<file path="src/rtl/dfu_pkg.sv">
// ----------------------------------------------------------------------------
// dfu_pkg
// Shared types, codes and limits of the DFU request handler.
// ----------------------------------------------------------------------------
package dfu_pkg;

    localparam int ALT_LIMIT = 16;
    localparam int MAX_CHUNK = 4096;

    localparam logic [12:0] DEFAULT_CHUNK = 13'd1024;
    localparam logic [12:0] CHUNK_CAP     = 13'(MAX_CHUNK);
    localparam logic [4:0]  TARGET_CAP    = 5'(ALT_LIMIT);

    // bState values
    localparam logic [3:0] ST_IDLE     = 4'd2;
    localparam logic [3:0] ST_DN_SYNC  = 4'd3;
    localparam logic [3:0] ST_DN_IDLE  = 4'd5;
    localparam logic [3:0] ST_MAN_SYNC = 4'd6;
    localparam logic [3:0] ST_UP_IDLE  = 4'd9;
    localparam logic [3:0] ST_ERROR    = 4'd10;

    // bStatus values
    localparam logic [3:0] STAT_OK        = 4'd0;
    localparam logic [3:0] STAT_ERR_WRITE = 4'd3;
    localparam logic [7:0] STAT_MAX       = 8'd15;

    // bRequest codes
    localparam logic [7:0] REQ_DETACH    = 8'd0;
    localparam logic [7:0] REQ_DNLOAD    = 8'd1;
    localparam logic [7:0] REQ_UPLOAD    = 8'd2;
    localparam logic [7:0] REQ_GETSTATUS = 8'd3;
    localparam logic [7:0] REQ_CLRSTATUS = 8'd4;
    localparam logic [7:0] REQ_GETSTATE  = 8'd5;
    localparam logic [7:0] REQ_ABORT     = 8'd6;

    localparam logic [12:0] STATUS_REPLY_LEN = 13'd6;
    localparam logic [12:0] STATE_REPLY_LEN  = 13'd1;

    // register addresses (word index)
    localparam logic REG_CHUNK  = 1'b0;
    localparam logic REG_TARGET = 1'b1;

    typedef struct packed {
        logic [12:0] chunk_size;
        logic [4:0]  target_count;
    } t_cfg;

    typedef struct packed {
        logic               kind;
        logic               class_request;
        logic [7:0]         request_code;
        logic [15:0]        block_number;
        logic [15:0]        request_length;
        logic signed [7:0]  write_outcome;
        logic [12:0]        read_count;
        logic [7:0]         alt_select;
    } t_req;

    typedef struct packed {
        logic [3:0] dev_state;
        logic [3:0] dev_status;
        logic [3:0] target;
    } t_ctx;

    typedef struct packed {
        logic        stall_res;
        logic [12:0] reply_length;
        logic        start_image;
        logic        finish_image;
        logic        write_strobe;
        logic        read_strobe;
        logic [27:0] image_address;
        logic [15:0] chunk_length;
    } t_res;

endpackage

</file>
<file path="src/rtl/dfu_request_state_machine_top.sv">
// ----------------------------------------------------------------------------
// dfu_request_state_machine_top
// DFU 1.1 request handler: one request in, one reply with backend commands out.
// ----------------------------------------------------------------------------
//  channel   | direction | handshake                  | payload
//  ----------+-----------+----------------------------+--------------------------
//  s_axis    | in        | i_s_axis_tvalid/o_..tready | request (tdata, tuser)
//  m_axis    | out       | o_m_axis_tvalid/i_..tready | reply and backend command
//  apb       | in        | psel/penable/pready        | chunk_size, target_count
//
//  Input register, then decode into the result register. One request per cycle
//  sustained while the output is not stalled; the DFU context updates when a
//  request moves into the result register, so the next one sees it directly.
//  Sync reset clears control and context; no clearing pass.
//  A stalled output holds the result register; the input register still takes
//  one request, and further requests wait on o_s_axis_tready.
// ----------------------------------------------------------------------------
module dfu_request_state_machine_top (
    input  logic        i_clk,
    input  logic        i_rst_n,
    input  logic        i_s_axis_tvalid,
    output logic        o_s_axis_tready,
    // [7:0] request_code, [23:8] block_number, [39:24] request_length,
    // [47:40] write_outcome, [60:48] read_count, [68:61] alt_select, rest zero
    input  logic [71:0] i_s_axis_tdata,
    // [0] kind, [1] class_request
    input  logic [1:0]  i_s_axis_tuser,
    output logic        o_m_axis_tvalid,
    input  logic        i_m_axis_tready,
    // [0] stall_res, [13:1] reply_length, [17:14] state_code, [21:18] status_code,
    // [22] start_image, [23] finish_image, [24] write_strobe, [25] read_strobe,
    // [53:26] image_address, [69:54] chunk_length, [73:70] target_index, rest zero
    output logic [79:0] o_m_axis_tdata,
    input  logic        psel,
    input  logic        penable,
    input  logic        pwrite,
    input  logic [2:0]  paddr,
    input  logic [31:0] pwdata,
    output logic [31:0] prdata,
    output logic        pready
);

    dfu_pkg::t_cfg cfg;
    dfu_pkg::t_req r_req;
    logic          r_in_valid;
    logic          r_out_valid;
    dfu_pkg::t_ctx r_ctx;
    dfu_pkg::t_ctx n_ctx;
    dfu_pkg::t_res r_res;
    dfu_pkg::t_res n_res;
    logic          out_free;
    logic          advance;

    dfu_cfg u_cfg (
        .i_clk   (i_clk),
        .i_rst_n (i_rst_n),
        .psel    (psel),
        .penable (penable),
        .pwrite  (pwrite),
        .paddr   (paddr),
        .pwdata  (pwdata),
        .prdata  (prdata),
        .pready  (pready),
        .o_cfg   (cfg)
    );

    dfu_step u_step (
        .i_cfg (cfg),
        .i_ctx (r_ctx),
        .i_req (r_req),
        .o_ctx (n_ctx),
        .o_res (n_res)
    );

    assign out_free        = !r_out_valid || i_m_axis_tready;
    assign advance         = r_in_valid && out_free;
    assign o_s_axis_tready = !r_in_valid || out_free;

    always_ff @(posedge i_clk) begin
        if (!i_rst_n) begin
            r_in_valid       <= 1'b0;
            r_out_valid      <= 1'b0;
            r_ctx.dev_state  <= dfu_pkg::ST_IDLE;
            r_ctx.dev_status <= dfu_pkg::STAT_OK;
            r_ctx.target     <= 4'd0;
        end else begin
            if (o_s_axis_tready) begin
                r_in_valid <= i_s_axis_tvalid;
            end
            if (out_free) begin
                r_out_valid <= r_in_valid;
            end
            if (advance) begin
                r_ctx <= n_ctx;
            end
        end
    end

    always_ff @(posedge i_clk) begin
        if (o_s_axis_tready && i_s_axis_tvalid) begin
            r_req.kind           <= i_s_axis_tuser[0];
            r_req.class_request  <= i_s_axis_tuser[1];
            r_req.request_code   <= i_s_axis_tdata[7:0];
            r_req.block_number   <= i_s_axis_tdata[23:8];
            r_req.request_length <= i_s_axis_tdata[39:24];
            r_req.write_outcome  <= i_s_axis_tdata[47:40];
            r_req.read_count     <= i_s_axis_tdata[60:48];
            r_req.alt_select     <= i_s_axis_tdata[68:61];
        end
        if (advance) begin
            r_res <= n_res;
        end
    end

    // state, status and target in the result register are the context itself
    assign o_m_axis_tvalid = r_out_valid;
    assign o_m_axis_tdata  = {6'd0, r_ctx.target, r_res.chunk_length,
                              r_res.image_address, r_res.read_strobe,
                              r_res.write_strobe, r_res.finish_image,
                              r_res.start_image, r_ctx.dev_status,
                              r_ctx.dev_state, r_res.reply_length,
                              r_res.stall_res};

endmodule

</file>
<file path="src/rtl/dfu_cfg.sv">
// ----------------------------------------------------------------------------
// dfu_cfg
// APB register file: transfer size and number of targets, with clamping.
// ----------------------------------------------------------------------------
module dfu_cfg (
    input  logic          i_clk,
    input  logic          i_rst_n,
    input  logic          psel,
    input  logic          penable,
    input  logic          pwrite,
    input  logic [2:0]    paddr,
    input  logic [31:0]   pwdata,
    output logic [31:0]   prdata,
    output logic          pready,
    output dfu_pkg::t_cfg o_cfg
);

    dfu_pkg::t_cfg r_cfg;
    dfu_pkg::t_cfg n_cfg;
    logic          wr_en;
    logic [12:0]   chunk_in;
    logic [4:0]    target_in;

    assign pready = 1'b1;
    assign wr_en  = psel & penable & pwrite;

    always_comb begin
        chunk_in  = pwdata[12:0];
        target_in = pwdata[4:0];
        if (chunk_in == 13'd0) begin
            chunk_in = dfu_pkg::DEFAULT_CHUNK;
        end else if (chunk_in > dfu_pkg::CHUNK_CAP) begin
            chunk_in = dfu_pkg::CHUNK_CAP;
        end
        if (target_in > dfu_pkg::TARGET_CAP) begin
            target_in = dfu_pkg::TARGET_CAP;
        end
        n_cfg = r_cfg;
        if (wr_en) begin
            unique case (paddr[2])
                dfu_pkg::REG_CHUNK:  n_cfg.chunk_size   = chunk_in;
                dfu_pkg::REG_TARGET: n_cfg.target_count = target_in;
                default:             n_cfg = r_cfg;
            endcase
        end
    end

    always_ff @(posedge i_clk) begin
        if (!i_rst_n) begin
            r_cfg.chunk_size   <= dfu_pkg::DEFAULT_CHUNK;
            r_cfg.target_count <= 5'd1;
        end else begin
            r_cfg <= n_cfg;
        end
    end

    always_comb begin
        unique case (paddr[2])
            dfu_pkg::REG_CHUNK:  prdata = {19'd0, r_cfg.chunk_size};
            dfu_pkg::REG_TARGET: prdata = {27'd0, r_cfg.target_count};
            default:             prdata = 32'd0;
        endcase
    end

    assign o_cfg = r_cfg;

endmodule

</file>
<file path="src/rtl/dfu_step.sv">
// ----------------------------------------------------------------------------
// dfu_step
// Request decode: next DFU context and backend commands for one request.
// ----------------------------------------------------------------------------
module dfu_step (
    input  dfu_pkg::t_cfg i_cfg,
    input  dfu_pkg::t_ctx i_ctx,
    input  dfu_pkg::t_req i_req,
    output dfu_pkg::t_ctx o_ctx,
    output dfu_pkg::t_res o_res
);

    logic [27:0] product;
    logic [12:0] want;
    logic [12:0] got;
    logic [7:0]  wraw;

    // 16-bit block times at most 4096 fits in 28 bits
    assign product = 28'(i_req.block_number) * 28'(i_cfg.chunk_size);
    assign wraw    = i_req.write_outcome;

    always_comb begin
        // chunk_size is at most 13 bits, so the min fits in 13 bits
        if ({3'd0, i_cfg.chunk_size} > i_req.request_length) begin
            want = i_req.request_length[12:0];
        end else begin
            want = i_cfg.chunk_size;
        end
        got = (i_req.read_count > want) ? want : i_req.read_count;
    end

    always_comb begin
        o_ctx = i_ctx;
        o_res = '0;
        if (i_req.kind) begin
            if ({3'd0, i_cfg.target_count} > i_req.alt_select) begin
                o_ctx.target     = i_req.alt_select[3:0];
                o_ctx.dev_state  = dfu_pkg::ST_IDLE;
                o_ctx.dev_status = dfu_pkg::STAT_OK;
            end
        end else if (!i_req.class_request) begin
            o_res.stall_res = 1'b1;
        end else begin
            unique case (i_req.request_code)
                dfu_pkg::REQ_DNLOAD: begin
                    if (i_req.request_length == 16'd0) begin
                        o_res.finish_image = 1'b1;
                        o_ctx.dev_state    = dfu_pkg::ST_MAN_SYNC;
                        o_ctx.dev_status   = dfu_pkg::STAT_OK;
                    end else begin
                        o_res.start_image   = (i_req.block_number == 16'd0);
                        o_res.write_strobe  = 1'b1;
                        o_res.image_address = product;
                        o_res.chunk_length  = i_req.request_length;
                        if (wraw == 8'd0) begin
                            o_ctx.dev_state  = dfu_pkg::ST_DN_SYNC;
                            o_ctx.dev_status = dfu_pkg::STAT_OK;
                        end else begin
                            // negative or above 15 reads as a generic write error
                            o_ctx.dev_state  = dfu_pkg::ST_ERROR;
                            o_ctx.dev_status = (wraw <= dfu_pkg::STAT_MAX) ?
                                               wraw[3:0] : dfu_pkg::STAT_ERR_WRITE;
                        end
                    end
                end
                dfu_pkg::REQ_UPLOAD: begin
                    o_res.read_strobe   = 1'b1;
                    o_res.image_address = product;
                    o_res.chunk_length  = {3'd0, want};
                    o_res.reply_length  = got;
                    o_ctx.dev_state     = (got != 13'd0) ? dfu_pkg::ST_UP_IDLE
                                                         : dfu_pkg::ST_IDLE;
                    o_ctx.dev_status    = dfu_pkg::STAT_OK;
                end
                dfu_pkg::REQ_GETSTATUS: begin
                    if (i_ctx.dev_state == dfu_pkg::ST_DN_SYNC) begin
                        o_ctx.dev_state = dfu_pkg::ST_DN_IDLE;
                    end else if (i_ctx.dev_state == dfu_pkg::ST_MAN_SYNC) begin
                        o_ctx.dev_state = dfu_pkg::ST_IDLE;
                    end
                    o_res.reply_length = dfu_pkg::STATUS_REPLY_LEN;
                end
                dfu_pkg::REQ_GETSTATE: begin
                    o_res.reply_length = dfu_pkg::STATE_REPLY_LEN;
                end
                dfu_pkg::REQ_CLRSTATUS, dfu_pkg::REQ_ABORT: begin
                    o_ctx.dev_state  = dfu_pkg::ST_IDLE;
                    o_ctx.dev_status = dfu_pkg::STAT_OK;
                end
                dfu_pkg::REQ_DETACH: begin
                    o_res.stall_res = 1'b0;
                end
                default: begin
                    o_res.stall_res = 1'b1;
                end
            endcase
        end
    end

endmodule
</file>
<file path="config.mk">
export PLATFORM = sky130hd
export DESIGN_NAME = dfu_request_state_machine_top
export DESIGN_NICKNAME = d
export VERILOG_FILES = /design/src/rtl/dfu_pkg.sv /design/src/rtl/dfu_request_state_machine_top.sv /design/src/rtl/dfu_cfg.sv /design/src/rtl/dfu_step.sv
export SDC_FILE = /design/constraint.sdc
export NUM_CORES = 1
export LEC_CHECK = 0
export ABC_AREA = 0
export ABC_CLOCK_PERIOD_IN_PS = 6300
export BUFFER_PORTS_ARGS = -buffer_cell sky130_fd_sc_hd__buf_2
export CORE_ASPECT_RATIO = 0.7
export CORE_UTILIZATION = 40
export DETAILED_ROUTE_END_ITERATION = 16
export HOLD_SLACK_MARGIN = 0.02
export SLEW_MARGIN = 20
export SYNTH_ARGS = -nofsm -noshare
export SYNTH_HDL_FRONTEND = slang
export SYNTH_HIERARCHICAL = 1
export SYNTH_SLANG_ARGS = --single-unit
</file>
<file path="constraint.sdc">
create_clock -name i_clk -period 6.3 [get_ports i_clk]
set_clock_uncertainty 0.2 [all_clocks]
set_input_delay 1.26 -clock i_clk [delete_from_list [all_inputs] [get_ports i_clk]]
set_output_delay 1.26 -clock i_clk [all_outputs]
set_load 0.005 [all_outputs]
</file>
# Yosys cells after proc, flatten, opt, wreduce, memory -nomap -nowiden

Cells that the tools add are included.

Word-level logic and storage cells: 96
Bits in registers: 165
Bits of input ports: 116

Equality and inequality tests: 10
Reductions and logical operators: 26
Order comparisons: 6
$mul: 1
Bitwise logic cells: 5
Multiplexer cells: 25

Operators by type and width:

| kind                 | count |
|---|---|
| $pmux 44 s2          | 1 |
| $pmux 32 s2          | 1 |
| $mux 13              | 4 |
| $mux 44              | 1 |
| $pmux 13 s3          | 1 |
| $logic_not 16->1     | 2 |
| $mux 8               | 4 |
| $mul 16x13->28       | 1 |
| $eq 8x3->1 const B   | 3 |
| $eq 8x2->1 const B   | 2 |
| $gt 13x16->1         | 1 |
| $logic_not 8->1      | 2 |
| $mux 4               | 4 |
| $pmux 4 s4           | 1 |
| $gt 13x13->1         | 1 |
| $gt 13x13->1 const B | 1 |
| $logic_not 13->1     | 1 |
| $reduce_bool 13->1   | 1 |
| $mux 12              | 1 |
| $eq 8x1->1 const B   | 1 |
| $gt 5x8->1           | 1 |
| $le 8x4->1 const B   | 1 |
| $pmux 4 s2           | 1 |
| $reduce_or 7->1      | 1 |
| other kinds (22)     | 35 |

# Depth between registers and ports, before layout

Gate-level depths: netlist (run 1).

Depth after elaboration: 9
Gate-level depth with buffers: 22
Mapped depth without buffers: 20

# Cells and area by module

Netlist (run 1), hierarchy kept.

Modules (own cells, without submodules):

| module                        | cells an instance | area an instance (um^2) | times used |
|---|---|---|---|
| dfu_step                      | 1131              | 8822.2                  | 1 |
| dfu_request_state_machine_top | 202               | 4625.7                  | 1 |
| dfu_cfg                       | 120               | 1062.3                  | 1 |

# Worst setup path after synthesis (run 1)

OpenSTA, ideal clock, no wires.

Path kind: flip-flop to flip-flop
Start: register u_cfg.r_cfg, in the netlist u_cfg/o_cfg[9]
End: register r_res, in the netlist o_m_axis_tdata[53] (data pin)
Data arrival time: 5.236 ns
Setup time: 0.257 ns
Buffers on the path: 2
Period minus slack after synthesis: 5.693 ns
Slack: 0.607 ns
Stages on the path, launching flop included: 21
Cell sequence: dfxtp_1 -> clkbuf_1 -> clkbuf_1 -> nand2_1 -> fa_1 -> fa_1 -> inv_1 -> fa_1 -> fa_1 -> inv_1 -> fa_1 -> inv_1 -> ha_1 -> a21o_1 -> a21oi_1 -> o21ai_0 -> o41ai_1 -> o21ai_0 -> a21o_1 -> xnor2_1 -> nor2_1

Word-level cells in the longest chain between the ends: 3

RTL lines:

| item                     | line                                 | RTL |
|---|---|---|
| start: declaration       | dfu_cfg.sv:18                        | `dfu_pkg::t_cfg r_cfg;` |
| start signal: assignment | dfu_cfg.sv:53                        | `r_cfg <= n_cfg;` |
| $mul 16x13->28 *         | dfu_step.sv:19                       | `assign product = 28'(i_req.block_number) * 28'(i_cfg.chunk_size);` |
| $mux 44                  | dfu_step.sv:46                       | `if (i_req.request_length == 16'd0) begin` |
| $pmux 44 s2 *            | dfu_step.sv:44                       | `unique case (i_req.request_code)` |
| end signal: assignment   | dfu_request_state_machine_top.sv:111 | `r_res <= n_res;` |
| end: declaration         | dfu_request_state_machine_top.sv:49  | `dfu_pkg::t_res r_res;` |

Every way passes the cells marked *; elsewhere a longest branch is shown, timed or not.
A chain may end at the register's enable or synchronous reset.

# Worst setup path in the final report (run 1)

Start: register r_req[48] (netlist name)
End: register r_res, in the netlist o_m_axis_tdata[47] (data pin)

Word-level cells in the longest chain between the ends: 3

RTL lines:

| item               | line                                | RTL |
|---|---|---|
| start: declaration | dfu_request_state_machine_top.sv:44 | `dfu_pkg::t_req r_req;` |
| $mul 16x13->28 *   | dfu_step.sv:19                      |  |
| $mux 44            | dfu_step.sv:46                      |  |
| $pmux 44 s2 *      | dfu_step.sv:44                      |  |

Marked as above.

==> impl_metrics.json, run 1 <==
{
  "outcome": "complete, no violations",
  "via_per_inst": 5.02,
  "start_util_pct": 41.2,
  "dieArea_um2": 37100,
  "top_level_ports": 231,
  "synthSimpleGateAreaFrac_pct": 16.7,
  "cts_tree": "built",
  "grt_max_degree": 74,
  "final_net_count": 2032,
  "max_freq_ghz": 0.167,
  "drive_gt1_share_pct": 19.0,
  "first_pass_iters": 5,
  "synthTopCellsByArea": "edfxtp_1, fa_1, ha_1, inv_1, dfxtp_1",
  "drc": 0,
  "avgSynthCellArea_um2": 9.99,
  "vdd_drop_max_v": 0.000189,
  "final_common_cell": "inv_1",
  "yosysUniqueCellTypes": 77,
  "synth-edff-count": 133,
  "clk_latency_ns": 0.45,
  "drt_iter0_drc": 754,
  "syn_inst": 1453,
  "drv_slew": 0,
  "drt-total-wl_mm": 35.3,
  "rsz0062_at_grt": "false",
  "antenna_found_initial": 0,
  "grt_usage_pct": 19.6,
  "routabilityCongestion": 0.875,
  "final-setup-viol-count": 0,
  "syn2layout_area_growth_pct": 15.9,
  "grt_pass1_vias": 10400,
  "yosys.area_share.adder_pct": 29.9,
  "portBuffers": 180,
  "cp_max_fo": 5,
  "grt_overflow": 0,
  "endpoint_kind": "flip-flop",
  "chipHeight_um": 161,
  "seq_area_frac_synth_pct": 31.9,
  "power_density_nw_per_um2": 166,
  "worst_slew_pin_slew_ns": 1.06,
  "hold_buffers": 0,
  "ys_async_sr_fraction_pct": 0,
  "synthXorXnorAreaFrac_pct": 1.39,
  "synth-compound-area-share_pct": 8.18,
  "cts.htree.levels": 4,
  "yosysWarnings": 6,
  "leakage_uw": 0.00768,
  "numCtsBuffers": 17,
  "final_util_pct": 47.7,
  "row_count": 57,
  "synth_top_family_by_area": "adder cells",
  "max-slew-margin-rel_pct": 29.5,
  "cts_max_path_buffers": 2,
  "antenna_left": 0,
  "cp.arrival_ns": 5.97,
  "final-seq-area_um2": 4640,
  "required_ns": 6.29,
  "hold_violations": 0,
  "antenna_cells": 0,
  "cp-start-kind": "flip-flop",
  "min_period_ns": 5.98,
  "clkSlewWorstSetupHoldPaths_ns": 0.07,
  "clock_sinks": 165,
  "root_buffer": "clkbuf_16",
  "dp_hpwl_mm": 27.8,
  "p_total_uw": 2790,
  "ys_ff_latch": 165,
  "finalCritPeriodShare_pct": 95.0,
  "fill_cells": 3342,
  "synth.area.mux_share_pct": 2.29,
  "die_w_um": 230,
  "vias": 10800,
  "most-common-layout-cells": "inv_1, buf_2, nand2_1, fa_1, edfxtp_1",
  "syn_area_um2": 14500,
  "setup_tns_ns": 0,
  "multi_input_area_um2": 8600,
  "synth_top_area_share_pct": 27.5,
  "maxCapViolations": 0,
  "grt_pass1_wl_mm": 56.4,
  "critical_path_class": "flip-flop to flip-flop",
  "core_area_um2": 35200,
  "dominantRegCellSynth": "edfxtp_1",
  "drt-wirelength-per-cell_um": 16.5,
  "hold_path_class": "flip-flop to flip-flop",
  "synth_top_area_cell": "edfxtp_1"
}
## synth_stat cells, types with 8 or more instances
cell type / n
mux2_2: 10
and3_1: 9
fa_1: 153
ha_1: 102
nor4_1: 17
clkbuf_1: 45
nor2b_1: 22
nor3_1: 11
xnor2_1: 13
mux2i_1: 22
a211oi_1: 15
a21oi_1: 38
buf_4: 27
inv_1: 243
nor2_1: 77
o21a_1: 11
nand2_1: 170
a2bb2oi_1: 10
edfxtp_1: 133
a21o_1: 11
xor2_1: 10
o21ai_0: 21
and2_1: 102
dfxtp_1: 32
buf_2: 8
nand3_1: 24
## final cells by class
class	count	share of cell area, %
Multi-Input combinational cell	983	51.1
Sequential cell	165	27.6
Timing Repair Buffer	250	8.63
Inverter	244	5.44
Tap cell	472	3.51
Clock buffer	24	3.12
Clock inverter	8	0.625
## kinds of logic (layout without fill, tap and decap cells)
| logic type | Yosys count | count (layout) |
|---|---|---|
| multiplexers | 32 | 32 |
| adder cells (fa/ha/maj) | 255 | 255 |
| AO/OA/AOI/OAI | 170 | 170 |
| AND/OR/NAND/NOR | 477 | 477 |
| other | 3 | 26 |
| XOR/XNOR | 23 | 23 |
| buffers and inverters | 328 | 526 |
| flip-flops | 165 | 165 |
## critical path, cell delays in order (launching register included)
cell       delay (ns)
edfxtp_1         0.48
and2_1           0.23
fa_1             0.50
inv_1            0.07
fa_1             0.56
inv_1            0.05
ha_1             0.28
ha_1             0.28
inv_1            0.05
fa_1             0.55
inv_1            0.05
ha_1             0.30
a211o_1          0.32
a2111oi_1        0.45
buf_4            0.20
o31ai_1          0.11
buf_4            0.16
o41a_1           0.39
a41oi_1          0.28
xor2_1           0.17
nor2_1           0.05
## routing by layer
layer	share of wire (%)	wire (um)	global-route usage, %
met1	49	17100	29.4
met2	44	15600	28.8
met3	5.8	2050	3.55
met4	1.4	494	5.36
met5	0	0	0
## power breakdown
part	total [uW]	switching (uW)	internal, uW
registers	1260	39.9	1220
logic	391	226	165
clock network	1140	467	668
## worst paths after layout
kind                                startpoint                 end  slack (ns)  cells past startpoint
worst min-delay path            u_cfg/o_cfg[1]      u_cfg/o_cfg[1]        0.27                      2
worst max register to register       r_req[48]  o_m_axis_tdata[47]        0.32                     20
worst max-delay path                 r_req[48]  o_m_axis_tdata[47]        0.32                     20
worst min register to register  u_cfg/o_cfg[1]      u_cfg/o_cfg[1]        0.27                      2
## sequential cells by signal, indices dropped and copies added (netlist names)
name and flops:
r_req 71, r_in_valid 1, o_m_axis_tdata 74, o_m_axis_tvalid 1, u_cfg/o_cfg 18
## stage by stage
stage          std cells  setup WS (ns)  instance area, um2  hold slack, ns
2_1_floorplan       1476          0.607               14600           0.240
3_3_place_gp        2109          0.189               16100           0.252
3_5_place_dp        2109          0.152               16100           0.265
4_1_cts             2141         0.0998               16800           0.274
5_1_grt             2146         0.0247               16800           0.298
6_report            2146          0.318               16800           0.274
## repair_timing
item	CTS	global route
setup endpoints to repair	0	5
buffers inserted	0	5
resized for setup	0	3
No activity file was read; power rests on OpenSTA's default activity.
==> run 2: changes to the inputs <==
Settings changed: CORE_UTILIZATION 40 to 59, PLACE_DENSITY from default to 0.83, SKIP_LAST_GASP from default to 1.
==> run 2 against run 1 <==
Sequential share of layout area rose by 0.67 points; via count is 4.7% higher; setup slack worse by 0.096 ns; fmax shrank 1.6%; first-iteration DRC count grew 56%; critical path type unchanged; critical path depth fell by 2; flip-flop and latch count unchanged.
==> impl_metrics.json, run 2 (synthesized netlist as in run 1, its figures left out) <==
{
  "start_util_pct": 60.8,
  "p_sw_uw": 752,
  "grt_usage_pct": 28.3,
  "cts.htree.levels": 4,
  "antenna_cells": 0,
  "final_cell_count_no_fill": 1974,
  "outcome": "complete, no violations",
  "swShare_pct": 27.6,
  "routabilityCongestion": 0.937,
  "clkSlewWorstSetupHoldPaths_ns": 0.07,
  "cp.arrival_ns": 6.07,
  "pwr-share-clk_pct": 39.4,
  "top_level_ports": 231,
  "core_area_um2": 23900,
  "antenna_found_initial": 0,
  "min_period_ns": 6.08,
  "placed_cells": 1940,
  "via_per_inst": 5.71,
  "cts_tree": "built",
  "final_common_cell": "inv_1",
  "max_freq_ghz": 0.165,
  "hp-start": "u_cfg/o_cfg[2]",
  "drt_iter0_drc": 1178,
  "r2r-start": "u_cfg/o_cfg[9]",
  "drt-wirelength-per-cell_um": 17.7,
  "drv_slew": 0,
  "largest_reg_flops": 74,
  "vdd_drop_max_v": 0.000201,
  "drc": 0,
  "clk_latency_ns": 0.45,
  "final_cell_area_um2": 16400,
  "most-common-layout-cells": "inv_1, buf_2, nand2_1, fa_1, edfxtp_1",
  "final-setup-viol-count": 0,
  "maxCapViolations": 0,
  "p_seq_share_pct": 46.4,
  "syn2layout_area_growth_pct": 13.2,
  "fin_ws_ns": 0.222,
  "final_net_count": 2014,
  "hold_buffers": 0,
  "worst_slew_pin_slew_ns": 0.998,
  "endpoint_kind": "flip-flop",
  "vias": 11300,
  "clock_sinks": 165,
  "hold_slack_ns": 0.273,
  "row_count": 47,
  "first_pass_iters": 6,
  "place_area_um2": 15800,
  "pre_cts_slack_ns": 0.268,
  "cts_max_path_buffers": 2,
  "power_density_nw_per_um2": 166,
  "grt_pass1_vias": 11000,
  "required_ns": 6.29,
  "fill_cells": 1750,
  "max-slew-margin-rel_pct": 33.3,
  "numCtsBuffers": 17,
  "chipHeight_um": 133,
  "grt_overflow": 0,
  "cp_max_fo": 12,
  "drive_gt1_share_pct": 18.2,
  "leakage_uw": 0.00754,
  "grt_max_degree": 72,
  "cp-start-kind": "flip-flop",
  "grt_pass1_wl_mm": 55.5,
  "antenna_left": 0,
  "dieArea_um2": 25200,
  "die_w_um": 189,
  "rsz0062_at_grt": "true",
  "crit_path_start": "u_cfg/o_cfg[9]",
  "root_buffer": "clkbuf_16",
  "drt-total-wl_mm": 35.0,
  "p_comb_share_pct": 14.2,
  "dp_hpwl_mm": 26.6,
  "internal_power_uw": 1970,
  "critical_path_class": "flip-flop to flip-flop",
  "hold_path_class": "flip-flop to flip-flop",
  "finalCritPeriodShare_pct": 96.5,
  "portBuffers": 180,
  "p_total_uw": 2730,
  "hold_violations": 0
}
-- run 2: cell types whose count changed in the layout (fill, tap and decap cells not counted), sizes merged --
cell / delta
clkinvlp: +4
clkbuf: -7
buf: -18
inv: +2
clkinv: +1
-- run 2: per-layer routing --
metal / global-route usage [%] / wire [um]
met1: 39.6 / 14600
met2: 44.1 / 16200
met3: 5.77 / 3350
met4: 10.3 / 904
met5: 0 / 0
-- run 2: cell type report --
| type | count | area [um2] | share of cell area (%) |
|---|---|---|---|
| Inverter | 244 | 916 | 5.58 |
| Sequential cell | 165 | 4640 | 28.2 |
| Tap cell | 318 | 398 | 2.42 |
| Clock buffer | 17 | 425 | 2.59 |
| Clock inverter | 15 | 169 | 1.03 |
| Multi-Input combinational cell | 983 | 8590 | 52.3 |
| Timing Repair Buffer | 232 | 1290 | 7.86 |
-- run 2: path summary, 6_finish.rpt --
kind / slack (ns) / cells past startpoint / end
hold reg to reg: 0.27 / 2 / u_cfg/o_cfg[2]
hold / removal: 0.27 / 2 / u_cfg/o_cfg[2]
setup / recovery: 0.22 / 18 / o_m_axis_tdata[52]
setup reg to reg: 0.22 / 18 / o_m_axis_tdata[52]
-- run 2: what timing repair did --
action                                  CTS  global route
hold endpoints to repair                  0             0
endpoints found under the setup margin    0             5
resized for setup                         0             4
buffers inserted                          0             2
-- run 2: per-stage QoR --
stage          setup TNS (ns)  utilization, %
2_1_floorplan               0               -
3_3_place_gp                0            66.2
3_5_place_dp                0            66.2
4_1_cts                     0            68.7
5_1_grt               -0.0330            68.8
6_report                    0            68.8
-- run 2: power by group through the flow --
stage | Combinational [uW] | Sequential (uW) | Clock, uW
after global placement | 363 | 1290 | 0
final | 386 | 1270 | 1070
after floorplan | 271 | 1270 | 0
after global routing | 432 | 1270 | 1120
after CTS | 384 | 1260 | 1090
after detailed placement | 380 | 1290 | 0
-- run 2: worst max-delay path: stages (launching register included) --
cell      delay (ns)
dfxtp_1         0.73
nand2_1         0.17
fa_1            0.60
fa_1            0.45
fa_1            0.54
inv_1           0.05
fa_1            0.53
inv_1           0.05
fa_1            0.52
inv_1           0.04
ha_1            0.35
and3_1          0.18
o211ai_1        0.13
a31oi_1         0.39
o211ai_1        0.16
buf_4           0.17
a211oi_1        0.31
o21a_1          0.18
nor3_1          0.05
==> run 3: changes to the inputs <==
Settings changed: CORE_MARGIN from default to 2.
==> run 3 against run 2 <==
Register-to-register slack worse by 0.02 ns; highest routed layer unchanged; hold slack gained 0.0065 ns; die area grew 2.6%; critical path depth is 2 higher; critical endpoint unchanged; setup slack worse by 0.020 ns; clock power about the same.
==> impl_metrics.json, run 3 (synthesized netlist as in run 1, its figures left out) <==
{
  "core_area_um2": 23900,
  "endpoint_kind": "flip-flop",
  "final_common_cell": "inv_1",
  "cp_max_fo": 10,
  "final-setup-viol-count": 0,
  "cp.arrival_ns": 6.09,
  "maxCapViolations": 0,
  "numCtsBuffers": 17,
  "cp-start-kind": "flip-flop",
  "antenna_found_initial": 0,
  "largest_reg_flops": 74,
  "routabilityCongestion": 0.912,
  "drive_gt1_share_pct": 18.6,
  "start_util_pct": 60.8,
  "cts_tree": "built",
  "max-slew-margin-rel_pct": 34.4,
  "via_per_inst": 5.65,
  "critical_path_class": "flip-flop to flip-flop",
  "syn2layout_area_growth_pct": 13.5,
  "final_net_count": 2019,
  "portBuffers": 180,
  "min_period_ns": 6.10,
  "slowest_stage": "fa_1",
  "first_pass_iters": 6,
  "antenna_left": 0,
  "final_cell_area_um2": 16500,
  "vias": 11200,
  "grt_max_degree": 72,
  "antenna_cells": 0,
  "worst_slew_pin_slew_ns": 0.983,
  "outcome": "complete, no violations",
  "clock_sinks": 165,
  "required_ns": 6.29,
  "vdd_drop_max_v": 0.000188,
  "hold_violations": 0,
  "finalCritPeriodShare_pct": 96.8,
  "most-common-layout-cells": "inv_1, buf_2, nand2_1, fa_1, edfxtp_1",
  "root_buffer": "clkbuf_16",
  "grt_pass1_wl_mm": 56.1,
  "crit_chain": "buf_4, and2_1, fa_1, inv_1, fa_1, inv_1, fa_1, fa_1, inv_1, fa_1, inv_1, ha_1, and3_1, o211ai_1, a31oi_1, o211ai_1, buf_4, a211oi_1, o21a_1, nor3_1",
  "die_w_um": 191,
  "drt-wirelength-per-cell_um": 17.8,
  "max_freq_ghz": 0.164,
  "crit_buf_inv": 6,
  "chipHeight_um": 135,
  "grt_overflow": 0,
  "path_common_cell": "fa_1",
  "dp_hpwl_mm": 26.7,
  "cp_slowest_stage_delay_ns": 0.54,
  "drv_slew": 0,
  "clkSlewWorstSetupHoldPaths_ns": 0.07,
  "drc": 0,
  "grt_pass1_vias": 11000,
  "dieArea_um2": 25900,
  "drt-total-wl_mm": 35.3,
  "drt_iter0_drc": 979,
  "hold_path_class": "flip-flop to flip-flop",
  "power_density_nw_per_um2": 164,
  "place_area_um2": 15800,
  "row_count": 47,
  "cts_max_path_buffers": 2,
  "fill_cells": 1778,
  "path_delay_family": "adder cells",
  "clk_latency_ns": 0.44,
  "multi_input_area_um2": 8600,
  "final-seq-area_um2": 4640,
  "top_level_ports": 231,
  "final_util_pct": 69.0,
  "grt_usage_pct": 28.0,
  "leakage_uw": 0.00757,
  "cts.htree.levels": 4
}
==> run 3: worst register-to-register path, cell delays in order, from the launching register on <==
cell and delay (ns):
edfxtp_1 0.50, buf_4 0.23, and2_1 0.19, fa_1 0.54, inv_1 0.06, fa_1 0.54
inv_1 0.05, fa_1 0.47, fa_1 0.50, inv_1 0.05, fa_1 0.52, inv_1 0.04
ha_1 0.34, and3_1 0.19, o211ai_1 0.14, a31oi_1 0.40, o211ai_1 0.16, buf_4 0.17
a211oi_1 0.32, o21a_1 0.18, nor3_1 0.04
==> run 3: final timing paths <==
check / startpoint / end / slack (ns) / depth (start not counted)
worst max register to register: r_req[50] / o_m_axis_tdata[52] / 0.20 / 20
worst min-delay path: u_cfg/o_cfg[1] / u_cfg/o_cfg[1] / 0.28 / 2
worst min register to register: u_cfg/o_cfg[1] / u_cfg/o_cfg[1] / 0.28 / 2
worst max-delay path: r_req[50] / o_m_axis_tdata[52] / 0.20 / 20
==> run 3: per-layer routing <==
metal	part of all wire [%]	wire, um	track usage (%)	up-vias
li1	-	-	-	5086
met1	42	14900	40.0	5479
met2	47	16600	43.8	574
met3	9.3	3280	5.83	49
met4	1.6	571	7.82	0
met5	0	0	0	-
==> run 3: final cells by class <==
type / count / share of cell area [%]
clock buffer: 20 / 2.77
tap: 318 / 2.42
inverter: 244 / 5.56
sequential: 165 / 28.2
timing repair buffer: 237 / 8.15
clock inverter: 12 / 0.722
multi-input combinational: 983 / 52.2
==> run 3: report_power, final <==
| part | internal, uW | switching [uW] | total, uW |
|---|---|---|---|
| sequential | 1220 | 40.4 | 1260 |
| combinational | 162 | 231 | 393 |
| clock | 571 | 467 | 1040 |
==> run 3: repair_timing <==
action / 4_1_cts / 5_1_grt
hold buffers: 0 / 0
buffers inserted: 0 / 6
gates resized for setup: 0 / 5
endpoints found under the setup margin: 0 / 8
endpoints found under the hold margin: 0 / 0
==> run 3: per-stage QoR <==
step | setup TNS (ns) | hold slack [ns] | std cells | power [uW] | setup WS, ns
floorplan | 0 | 0.240 | 1476 | 1540 | 0.607
global placement | 0 | 0.253 | 1941 | 1650 | 0.298
detailed placement | 0 | 0.266 | 1941 | 1670 | 0.140
CTS | 0 | 0.275 | 1973 | 2710 | 0.126
global route | -0.0287 | 0.307 | 1979 | 2810 | -0.0201
finish | 0 | 0.280 | 1979 | 2700 | 0.202
